$ cat config.mk
export PLATFORM = sky130hd
export DESIGN_NAME = upm_ctrl
export DESIGN_NICKNAME = d
export VERILOG_FILES = /design/src/rtl/core/upm_pkg.sv /design/src/rtl/core/upm_ctrl.sv
export SDC_FILE = /design/constraint.sdc
export NUM_CORES = 1
export LEC_CHECK = 0
export BUFFER_PORTS_ARGS = -buffer_cell sky130_fd_sc_hd__clkbuf_2
export CAP_MARGIN = 20
export CORE_MARGIN = 8
export CORE_UTILIZATION = 54
export CTS_CLUSTER_DIAMETER = 30
export DETAILED_ROUTE_END_ITERATION = 7
export PLACE_DENSITY = 0.77
export SYNTH_ARGS = -nofsm -noshare
export SYNTH_HDL_FRONTEND = slang
export SYNTH_SLANG_ARGS = --single-unit
$ cat constraint.sdc
create_clock -name clk_i -period 1.86 [get_ports clk_i]
set_input_delay 0.093 -clock clk_i [delete_from_list [all_inputs] [get_ports clk_i]]
set_output_delay 0.093 -clock clk_i [all_outputs]
set_load 0.02 [all_outputs]
$ cat src/rtl/core/upm_pkg.sv
// ----------------------------------------------------------------------------
// upm_pkg
// shared constants, codes and controller/datapath types for the upwind step
// ----------------------------------------------------------------------------
`default_nettype none

package upm_pkg;

  localparam int DEF_MAX_ROWS = 512;
  localparam int DEF_MAX_COLS = 512;

  localparam int PIX_W       = 16;
  localparam int FLAG_W      = 2;
  localparam int ROW_OUT_W   = 9;
  localparam int COL_OUT_W   = 9;
  localparam int SIZE_W      = 10;
  localparam int INV_W       = 16;
  localparam int TAU_W       = 16;
  localparam int CFG_W       = 16;
  localparam int CFG_IDX_W   = 3;
  localparam int ENTRY_W     = PIX_W + FLAG_W;
  localparam int TDATA_IN_W  = ((PIX_W + 7) / 8) * 8;
  localparam int TUSER_IN_W  = FLAG_W;
  localparam int OUT_BITS    = PIX_W + ROW_OUT_W + COL_OUT_W;
  localparam int TDATA_OUT_W = ((OUT_BITS + 7) / 8) * 8;

  localparam int PROD_W      = PIX_W + INV_W;
  localparam int G_W         = PROD_W - 8;
  localparam int SQ_W        = 2 * G_W;
  localparam int SUM_W       = SQ_W + 2;
  localparam int RES_W       = SUM_W / 2;
  localparam int M_W         = RES_W + 1;
  localparam int SQRT_CNT_W  = $clog2(RES_W);

  localparam logic [SIZE_W-1:0] ROWS_RST = SIZE_W'(512);
  localparam logic [SIZE_W-1:0] COLS_RST = SIZE_W'(512);
  localparam logic [INV_W-1:0]  INV_RST  = INV_W'(256);
  localparam logic [TAU_W-1:0]  TAU_RST  = TAU_W'(6554);

  localparam logic [CFG_IDX_W-1:0] CFG_ROWS    = 3'd0;
  localparam logic [CFG_IDX_W-1:0] CFG_COLS    = 3'd1;
  localparam logic [CFG_IDX_W-1:0] CFG_INV_ROW = 3'd2;
  localparam logic [CFG_IDX_W-1:0] CFG_INV_COL = 3'd3;
  localparam logic [CFG_IDX_W-1:0] CFG_TAU     = 3'd4;

  localparam logic [FLAG_W-1:0] FLAG_ERODE  = 2'b11;
  localparam logic [FLAG_W-1:0] FLAG_DILATE = 2'b01;

  localparam logic [1:0] JOB_MAIN       = 2'd0;
  localparam logic [1:0] JOB_DRAIN_UP   = 2'd1;
  localparam logic [1:0] JOB_DRAIN_LAST = 2'd2;

  typedef enum logic [3:0] {
    OP_NONE, OP_ACCEPT, OP_RD_A, OP_RD_B, OP_CAP_B, OP_WRITE, OP_LOAD,
    OP_MUL, OP_SQ, OP_ACC, OP_SQ_INIT, OP_SQRT, OP_SCALE, OP_EMIT
  } dp_op_e;

  typedef enum logic [3:0] {
    ST_IDLE, ST_RD_A, ST_RD_B, ST_CAP_B, ST_WRITE, ST_LOAD, ST_MUL, ST_SQ,
    ST_ACC, ST_SQ_INIT, ST_SQRT, ST_SCALE, ST_EMIT
  } state_e;

  typedef struct packed {
    dp_op_e     op;
    logic [1:0] job;
    logic [1:0] nb;
  } cmd_t;

  typedef struct packed {
    logic [2:0] jobs;
    logic       out_free;
  } sts_t;

endpackage

`default_nettype wire

$ cat src/rtl/core/upm_ctrl.sv
// ----------------------------------------------------------------------------
// upm_ctrl
// sequencer: line store reads and writes, then up to three result jobs
// ----------------------------------------------------------------------------
`default_nettype none

module upm_ctrl import upm_pkg::*; (
  input  wire logic clk_i,
  input  wire logic rst_ni,
  input  wire logic in_valid_i,
  output logic      in_ready_o,
  input  wire sts_t sts_i,
  output cmd_t      cmd_o
);

  state_e                state_q, state_d;
  logic [1:0]            k_q, k_d;
  logic [SQRT_CNT_W-1:0] cnt_q, cnt_d;
  logic [2:0]            pend_q, pend_d;

  always_ff @(posedge clk_i or negedge rst_ni) begin
    if (!rst_ni) begin
      state_q <= ST_IDLE;
      k_q     <= '0;
      cnt_q   <= '0;
      pend_q  <= '0;
    end else begin
      state_q <= state_d;
      k_q     <= k_d;
      cnt_q   <= cnt_d;
      pend_q  <= pend_d;
    end
  end

  always_comb begin
    state_d    = state_q;
    k_d        = k_q;
    cnt_d      = cnt_q;
    pend_d     = pend_q;
    in_ready_o = 1'b0;
    cmd_o.op   = OP_NONE;
    cmd_o.job  = JOB_MAIN;
    cmd_o.nb   = k_q;
    case (state_q)
      ST_IDLE: begin
        in_ready_o = 1'b1;
        if (in_valid_i) begin
          cmd_o.op = OP_ACCEPT;
          state_d  = ST_RD_A;
        end
      end
      ST_RD_A: begin
        cmd_o.op = OP_RD_A;
        state_d  = ST_RD_B;
      end
      ST_RD_B: begin
        cmd_o.op = OP_RD_B;
        state_d  = ST_CAP_B;
      end
      ST_CAP_B: begin
        cmd_o.op = OP_CAP_B;
        state_d  = ST_WRITE;
      end
      ST_WRITE: begin
        cmd_o.op = OP_WRITE;
        pend_d   = sts_i.jobs;
        state_d  = (|sts_i.jobs) ? ST_LOAD : ST_IDLE;
      end
      ST_LOAD: begin
        cmd_o.op = OP_LOAD;
        if (pend_q[0]) begin
          cmd_o.job = JOB_MAIN;
          pend_d[0] = 1'b0;
        end else if (pend_q[1]) begin
          cmd_o.job = JOB_DRAIN_UP;
          pend_d[1] = 1'b0;
        end else begin
          cmd_o.job = JOB_DRAIN_LAST;
          pend_d[2] = 1'b0;
        end
        k_d     = '0;
        state_d = ST_MUL;
      end
      ST_MUL: begin
        cmd_o.op = OP_MUL;
        state_d  = ST_SQ;
      end
      ST_SQ: begin
        cmd_o.op = OP_SQ;
        state_d  = ST_ACC;
      end
      ST_ACC: begin
        cmd_o.op = OP_ACC;
        if (k_q == 2'd3) begin
          state_d = ST_SQ_INIT;
        end else begin
          k_d     = k_q + 2'd1;
          state_d = ST_MUL;
        end
      end
      ST_SQ_INIT: begin
        cmd_o.op = OP_SQ_INIT;
        cnt_d    = '0;
        state_d  = ST_SQRT;
      end
      ST_SQRT: begin
        cmd_o.op = OP_SQRT;
        if (cnt_q == SQRT_CNT_W'(RES_W - 1)) begin
          state_d = ST_SCALE;
        end else begin
          cnt_d = cnt_q + SQRT_CNT_W'(1);
        end
      end
      ST_SCALE: begin
        cmd_o.op = OP_SCALE;
        state_d  = ST_EMIT;
      end
      ST_EMIT: begin
        if (sts_i.out_free) begin
          cmd_o.op = OP_EMIT;
          state_d  = (|pend_q) ? ST_LOAD : ST_IDLE;
        end
      end
      default: begin
        state_d = ST_IDLE;
      end
    endcase
  end

endmodule

`default_nettype wire

# Word-level counts from Yosys, hierarchy flattened
# Index checks and enable logic that the tools add are counted.
dict set report classes {
  addsub 2
  eq_ne 21
  mux 21
  n_reduce_logical 11
}
# operator count
set op_table {}
lappend op_table {{$pmux W4 S13} 2}
lappend op_table {{$eq A4 B4 Y1 const B} 5}
lappend op_table {{$mux W4} 5}
lappend op_table {{$eq A4 B3 Y1 const B} 4}
lappend op_table {{$ne A2 B2 Y1 const B} 7}
lappend op_table {{$mux W2} 5}
lappend op_table {{$pmux W5 S2} 1}
lappend op_table {{$eq A4 B2 Y1 const B} 2}
lappend op_table {{$mux W3} 2}
lappend op_table {{$pmux W3 S2} 1}
lappend op_table {{$reduce_and A2 Y1} 3}
lappend op_table {{$reduce_and A3 Y1} 2}
lappend op_table {{$reduce_bool A2 Y1} 3}
lappend op_table {{$reduce_or A3 Y1} 2}
lappend op_table {{$add A5 B1 Y5 const B} 1}
lappend op_table {{$eq A5 B5 Y1 const B} 1}
lappend op_table {{$mux W5} 1}
lappend op_table {{$eq A4 B1 Y1 const B} 1}
lappend op_table {{$logic_not A4 Y1} 1}
lappend op_table {{$pmux W2 S2} 1}
lappend op_table {{$mux W1} 3}
lappend op_table {{$add A2 B1 Y2 const B} 1}
lappend op_table {{$eq A2 B2 Y1 const B} 1}
dict set report totals {
  reg_bits 14
  inputBits 7
  out_inout_bits 9
  wordCells 61
}

# Depth between registers and ports, before layout
# Gate-level depths: netlist (run 1).
dict set report depth {
  depth_word 4
  ltp_mapped 7
  mapped_depth_nobuf 6
}

# Worst setup path before layout (run 1)
# Ideal clock, no wire load.
dict set report synth_timing {
  kind {register -> output}
  from {register state_q[3]}
  to {output cmd_o[4] (netlist bit)}
  arrival_time_ns 1.462
  required_time_ns 1.767
  path_slack_ns 0.305
  stages_incl_launch_ff 5
  path_buffers 2
  cell_sequence {dfrtp_1 -> buf_2 -> buf_1 -> nor4_1 -> a311oi_1}
}
# element line
set synth_rtl {}
lappend synth_rtl {{start, declared} upm_ctrl.sv:16} ;# state_e state_q, state_d;
lappend synth_rtl {{start signal, assigned} upm_ctrl.sv:28} ;# state_q <= state_d;
lappend synth_rtl {{end, declared} upm_ctrl.sv:13} ;# output cmd_t cmd_o

==> metrics, run 1 <==
die extent in x a little under 60 µm; CP max-delay cell dfrtp_1; yosys warns 0; hold_sp sts_i[2]; XOR/XNOR Fraction of Synth Area 1.87%; hold depth 2; Pre-Repair DR Iteration Count 4; Async SR Flop Fraction between 90% and 100%; adder-cell share of the synthesized area 4.00%; Synth Area per Inst 8.77 µm²; clock slew at reported path FFs ~0.090 ns; via count 822; chip height 57.7 µm; Arr. time, crit path 1.65 ns; synth unique cells 40; Routed Antenna Nets 0; Slew Limit Fails 0; simple-gate share of the synthesized area 28.0%; n_diodes 0; period utilisation layout 93.7%; slowest stage delay, CP between 0.5 and 0.6 ns; Post-synth EDFFs 0; Yosys reg bits 14; Pwr Total 1.78 mW; WP buf/inv 2; clk buf depth 2; Iter 0 DRT Violations 42; CTS Sinks 14; global route overflow 0; outcome finished, final reports clean; Finished Core Util 62.6%; worst slew pin tran roughly 0.54 ns; vias in the first global route about 810; Routed WL per cell 14.9 µm; total wire length 2080 µm; I/O pins 16; Initial Utilization 55.6%; P_leak approximately 0.5 nW; final instance area 1060 µm²; area leader, netlist dfrtp_1; post-synthesis mux area share under 10%; register area share after synthesis 37.3%; Setup TNS Final 0 ns; CP delay by family, top flip-flops; detailed placer's ending HPWL 1550 µm; Layout fillers ~150; row count 15; Worst Hold Class in2reg; share of cells above drive strength 1 roughly 22%; Multi-input gate area approximately 520 µm²; Max-Cap Viols 0; placed inst area 1010 µm²; reg2reg setup slack 0.29 ns; final setup fails 0; Clock Tree Root clkbuf_4; RR Startpoint state_q[1]$_DFFE_PN0P_; RSZ-0062 raised after global routing false; Area growth syn-to-layout 12.7%; Worst Setup Start Kind flip-flop; Die Area 3330 µm²; Sequential Area approximately 350 µm²; worst path cell trace buf_4, nor4_1, a311oi_1, clkbuf_2; min Tclk post-route 1.74 ns; reg2reg path depth 4; insertion delay to the later sink of the worst-skew pair between 0.2 and 0.3 ns; GR Util All Layers between 10% and 20%; Post-Place Setup Slack 0.318 ns; drt drc 0; Hold EP pend_q[1]$_DFFE_PN0P_; post-synthesis cell area 938 µm²; synth cell count leaders nand2_1, dfrtp_1, o21ai_0; most common cell in the netlist nand2_1; core box area 1690 µm²; fin worst setup slack 0.116 ns; Final GP Congestion 0.893; Max VDD drop 0.857 mV; Crit path required time between 1.5 and 2 ns; relative slew slack 64.0%; Fin. Hold Viols 0; first-pass GRT wire length 3580 µm; H-tree levels 1; Yosys top cell area share 37.3%; power per cell area 1690 nW/µm²; Gate Count Post-Synth 107; CTS tree built; Post-Syn Nets 117; final cell count without fillers 139; crit-path max FO 12; fin nets 133; leading post-synthesis cells by cell area dfrtp_1, nand2_1, ha_1, o21ai_0, mux2i_1; Inserted Clock Buffers 3; WHS 0.0593 ns; initial antenna violation count 0; largest family of logic cells by synthesized area simple AND/OR/NAND/NOR gates; I/O Buffers 15; largest net degree at the start of global routing 17; Placed Cells 134; CP endpoint kind output port; Max Clock Freq 574 MHz; Via density just under 6; Max Clock Skew 0.00193 ns; FF-to-FF End cnt_q[2]$_DFFE_PN0P_; Compound-Gate Fraction of Synth Area 18.4%; Most used DFF post-synth dfrtp_1; crit path kind reg2out
## worst reg2reg max path, delay by kind of cell (launching register included)
kind / cells / cell delay (ns)
mux: 1 / 0.12
flops: 1 / 0.64
simple gates: 3 / 0.69
## worst max-delay path by stage
stage / from / to / slack [ns] / cells past startpoint
after CTS: state_q[3]$_DFFE_PN0P_ / cmd_o[2] / 0.05 / 4
after detailed placement: state_q[3]$_DFFE_PN0P_ / cnt_q[2]$_DFFE_PN0P_ / 0.32 / 4
after global routing: state_q[1]$_DFFE_PN0P_ / cmd_o[6] / 0.01 / 5
final: state_q[3]$_DFFE_PN0P_ / cmd_o[4] / 0.12 / 4
after global placement: state_q[3]$_DFFE_PN0P_ / cnt_q[2]$_DFFE_PN0P_ / 0.39 / 4
after floorplan: state_q[3]$_DFFE_PN0P_ / cmd_o[4] / 0.31 / 4
## kinds of logic after synthesis
family | count (synthesis)
multiplexers | 3
adder cells (fa/ha/maj) | 3
AND/OR/NAND/NOR | 46
XOR/XNOR | 2
AO/OA/AOI/OAI | 26
buffers and inverters | 13
flip-flops | 14
## cell type report
type / count / area share, %
clock buffer: 4 / 3.43
tap: 17 / 2.01
timing repair buffer: 19 / 10.2
inverter: 5 / 1.78
multi-input combinational: 80 / 49.5
sequential: 14 / 33.1
## placed cells by master (no fill, tap or decap), types with 2 or more instances in the layout
cell type and count:
nand4_1 2, dfrtp_1 14, a22o_1 3, nand3_1 3, inv_1 5, ha_1 3
buf_4 3, nor2_1 5, nand2_1 17, nor4_1 3, nand2b_1 3, a211oi_1 2
o21ai_0 7, mux2i_1 3, a21oi_1 5, nor3_1 3, clkbuf_2 15, clkbuf_4 3
## layer usage
layer | share of wire, % | GRT usage, % | wire [µm] | vias up
met5 | 0 | 0 | 0 | -
met4 | 2.5 | 8.39 | 51 | 0
met3 | 2.7 | 3.09 | 57 | 4
met2 | 48 | 21.9 | 1000 | 15
met1 | 47 | 16.3 | 967 | 391
li1 | - | - | - | 412
## registers in the layout (all words and copies together) (netlist names)
register  cells
k_q           2
state_q       4
pend_q        3
cnt_q         5
## what timing repair did
item	CTS	global route
endpoints found under the setup margin	0	2
setup buffers	0	0
resized for setup	0	1
hold endpoints to repair	14	0
hold buffers	1	0
## power breakdown
group | switching (mW) | leakage (nW) | internal, mW
Combinational | 0.568 | 0.283 | 0.396
Sequential | 0.180 | 0.182 | 0.414
Clock | 0.106 | 0.0210 | 0.119
Power figures use the tool's default switching activity.
==> run 2, diff against run 1 <==
- ABC_AREA: not set -> 1
- CORE_UTILIZATION: 54 -> 55
- PLACE_DENSITY: 0.77 -> 0.78
==> run 2 against run 1 <==
Fmax increased by 4.5%. Register-to-register slack improved by 0.23 ns. Via count up 14%. Hold slack improved by 0.0015 ns. Global-route usage is 1.2 points higher. Total power hardly changed. Clock-buffer cell count is the same.
==> metrics, run 2 <==
outcome finished, final reports clean; area leader, netlist dfrtp_1; Via density 5.22; synth unique cells 25; relative slew slack 75.5%; Setup TNS Final 0 ns; row count 15; Largest regs cnt_q (5), state_q (4), pend_q (3); post-synthesis cell area roughly 1000 µm²; insertion delay to the later sink of the worst-skew pair 0.27 ns; die extent in x 58.6 µm; Iter 0 DRT Violations 19; CP endpoint kind output port; Fin. Hold Viols 0; Max Clock Freq between 500 and 600 MHz; Async SR Flop Fraction 100%; max reg flops 5; clk buf depth 2; P_leak about 0.64 nW; Pre-Repair DR Iteration Count 4; crit path kind reg2out; RR Startpoint state_q[2]$_DFFE_PN0P_; Slew Limit Fails 0; share of power burned in registers slightly above 30%; hold_sp sts_i[1]; Area growth syn-to-layout 15.3%; global route overflow 0; Biggest register cnt_q; min Tclk post-route approximately 1.7 ns; clock slew at reported path FFs 0.08 ns; yosys warns 0; register area share after synthesis 35.0%; fin nets 166; synth cell count leaders nand2_1, dfrtp_1, nor2_1, nand3_1, inv_1; largest net degree at the start of global routing 15; Die Area 3440 µm²; largest family of logic cells by synthesized area simple AND/OR/NAND/NOR gates; post-synthesis mux area share 0%; I/O Buffers 15; final setup fails 0; Compound-Gate Fraction of Synth Area 9.76%; first-pass GRT wire length 4050 µm; Layout fillers about 160; worst slew pin tran 0.368 ns; Arr. time, crit path 1.58 ns; post-CTS setup buffer count 0; period utilisation layout between 80% and 90%; Crit path required time roughly 1.8 ns; Gate power share between 50% and 60%; clock power share 12.1%; Worst Setup SP state_q[2]$_DFFE_PN0P_; Gate Count Post-Synth 135; Max VDD drop 0.928 mV; Inserted Clock Buffers 3; leading post-synthesis cells by cell area dfrtp_1, nand2_1, nand3_1, nor2_1, nand2_2; most common cell in the netlist nand2_1; Yosys reg bits 14; Routed WL per cell 12.6 µm; Yosys top cell area share 35.0%; core box area 1730 µm²; n_diodes 0; Initial Utilization between 50 and 60%; simple-gate share of the synthesized area 41.6%; Synth Area per Inst 7.41 µm²; Post-synth EDFFs 0; adder-cell share of the synthesized area 3.75%; RSZ-0062 raised after global routing false; Most used DFF post-synth dfrtp_1; Worst Hold Class in2reg; H-tree levels 1; detailed placer's ending HPWL 1840 µm; GR Util All Layers 14.9%; CTS Sinks 14; Post-Syn Nets roughly 150; total wire length 2270 µm; Final GP Congestion 0.942; Max Clock Skew 0.00335 ns; share of cells above drive strength 1 29.7%; P_sw 0.895 mW; crit-path max FO 6; XOR/XNOR Fraction of Synth Area 2.63%; Max-Cap Viols 0; chip height 58.6 µm; CTS tree built; post_cts resized 0; vias in the first global route 955; most frequent cells in the layout nand2_1, clkbuf_2, nor2_1, dfrtp_1, nand3_1; Switching Share 50.2%; Routed Antenna Nets 0; Worst Setup Start Kind flip-flop; commonest non-fill, non-tap cell in the layout nand2_1; drt drc 0; WHS ~0.061 ns; initial antenna violation count 0; I/O pins 16; power per cell area 1550 nW/µm²; via count 940; Clock Tree Root clkbuf_4; Pint roughly 0.89 mW
run 2: cell types whose count changed in the layout (fill, tap and decap cells not counted), sizes merged, moves of 3 or more:
cell    previous run  this run
nor4               4         0
nand3              3        15
nor2               5        20
inv                5        16
nand2b             3         0
a22o               3         0
nor3               3         0
mux2i              3         0
buf                3         0
nand2             18        44
run 2: final cells by class:
type / count / area [µm²] / share of cell area, %
well taps: 25 / 31.3 / 2.71
inverters: 18 / 72.6 / 6.30
clock buffers: 4 / 36.3 / 3.15
repair buffers: 16 / 85.1 / 7.38
flip-flops and latches: 14 / 350 / 30.4
multi-input cells: 103 / 577 / 50.1
run 2: per-layer routing:
layer | GRT usage (%) | vias up | part of all wire (%)
met3 | 3.48 | 4 | 6.6
met2 | 24.6 | 32 | 46
met5 | 0 | - | 0
met4 | 4.44 | 0 | 1.3
met1 | 18.7 | 429 | 46
li1 | - | 475 | -
run 2: worst paths after layout:
| check | to | slack (ns) | cells after the start |
|---|---|---|---|
| worst max-delay path | cmd_o[4] | 0.19 | 7 |
| worst min-delay path | pend_q[0]$_DFFE_PN0P_ | 0.06 | 3 |
| worst max register to register | state_q[0]$_DFFE_PN0P_ | 0.52 | 7 |
| worst min register to register | pend_q[0]$_DFFE_PN0P_ | 0.53 | 2 |
| max in group asynchronous | pend_q[2]$_DFFE_PN0P_ | 1.34 | 2 |
| min in group asynchronous | state_q[3]$_DFFE_PN0P_ | 0.26 | 2 |
run 2: cell families (layout without fill, tap and decap cells):
| kind of cell | count (synthesis) | after routing |
|---|---|---|
| AND/OR/NAND/NOR | 81 | 81 |
| buffers and inverters | 18 | 38 |
| AO/OA/AOI/OAI | 16 | 16 |
| flip-flops | 14 | 14 |
| adder cells (fa/ha/maj) | 3 | 3 |
| XOR/XNOR | 3 | 3 |
run 2: through the flow:
stage	setup slack, ns	utilization [%]	cells	power, mW	instance area, µm²
after floorplan	0.585	-	135	1.31	1000
after global placement	0.511	64.1	175	1.55	1110
after detailed placement	0.518	64.1	175	1.57	1110
after CTS	0.207	66.7	180	1.79	1150
after global routing	0.0942	66.7	180	1.96	1150
final	0.192	66.7	180	1.78	1150
run 2: critical path: stages, from the launching register on:
cell       delay (ns)
dfrtp_1          0.46
inv_2            0.10
nor2_4           0.22
nand2_4          0.10
clkinv_4         0.08
a21oi_1          0.04
o2111ai_1        0.08
clkbuf_2         0.21
run 2: power by group through the flow:
stage / logic, mW / clock network (mW) / registers [mW]
final: 1.02 / 0.215 / 0.546
after global routing: 1.16 / 0.234 / 0.561
after CTS: 1.02 / 0.223 / 0.544
after detailed placement: 1.02 / 0 / 0.550
after global placement: 1.01 / 0 / 0.546
after floorplan: 0.751 / 0 / 0.554
run 2: repair_timing:
action | 4_1_cts | 5_1_grt
hold buffers | 1 | 0
hold endpoints to repair | 14 | 0
setup endpoints to repair | 0 | 0
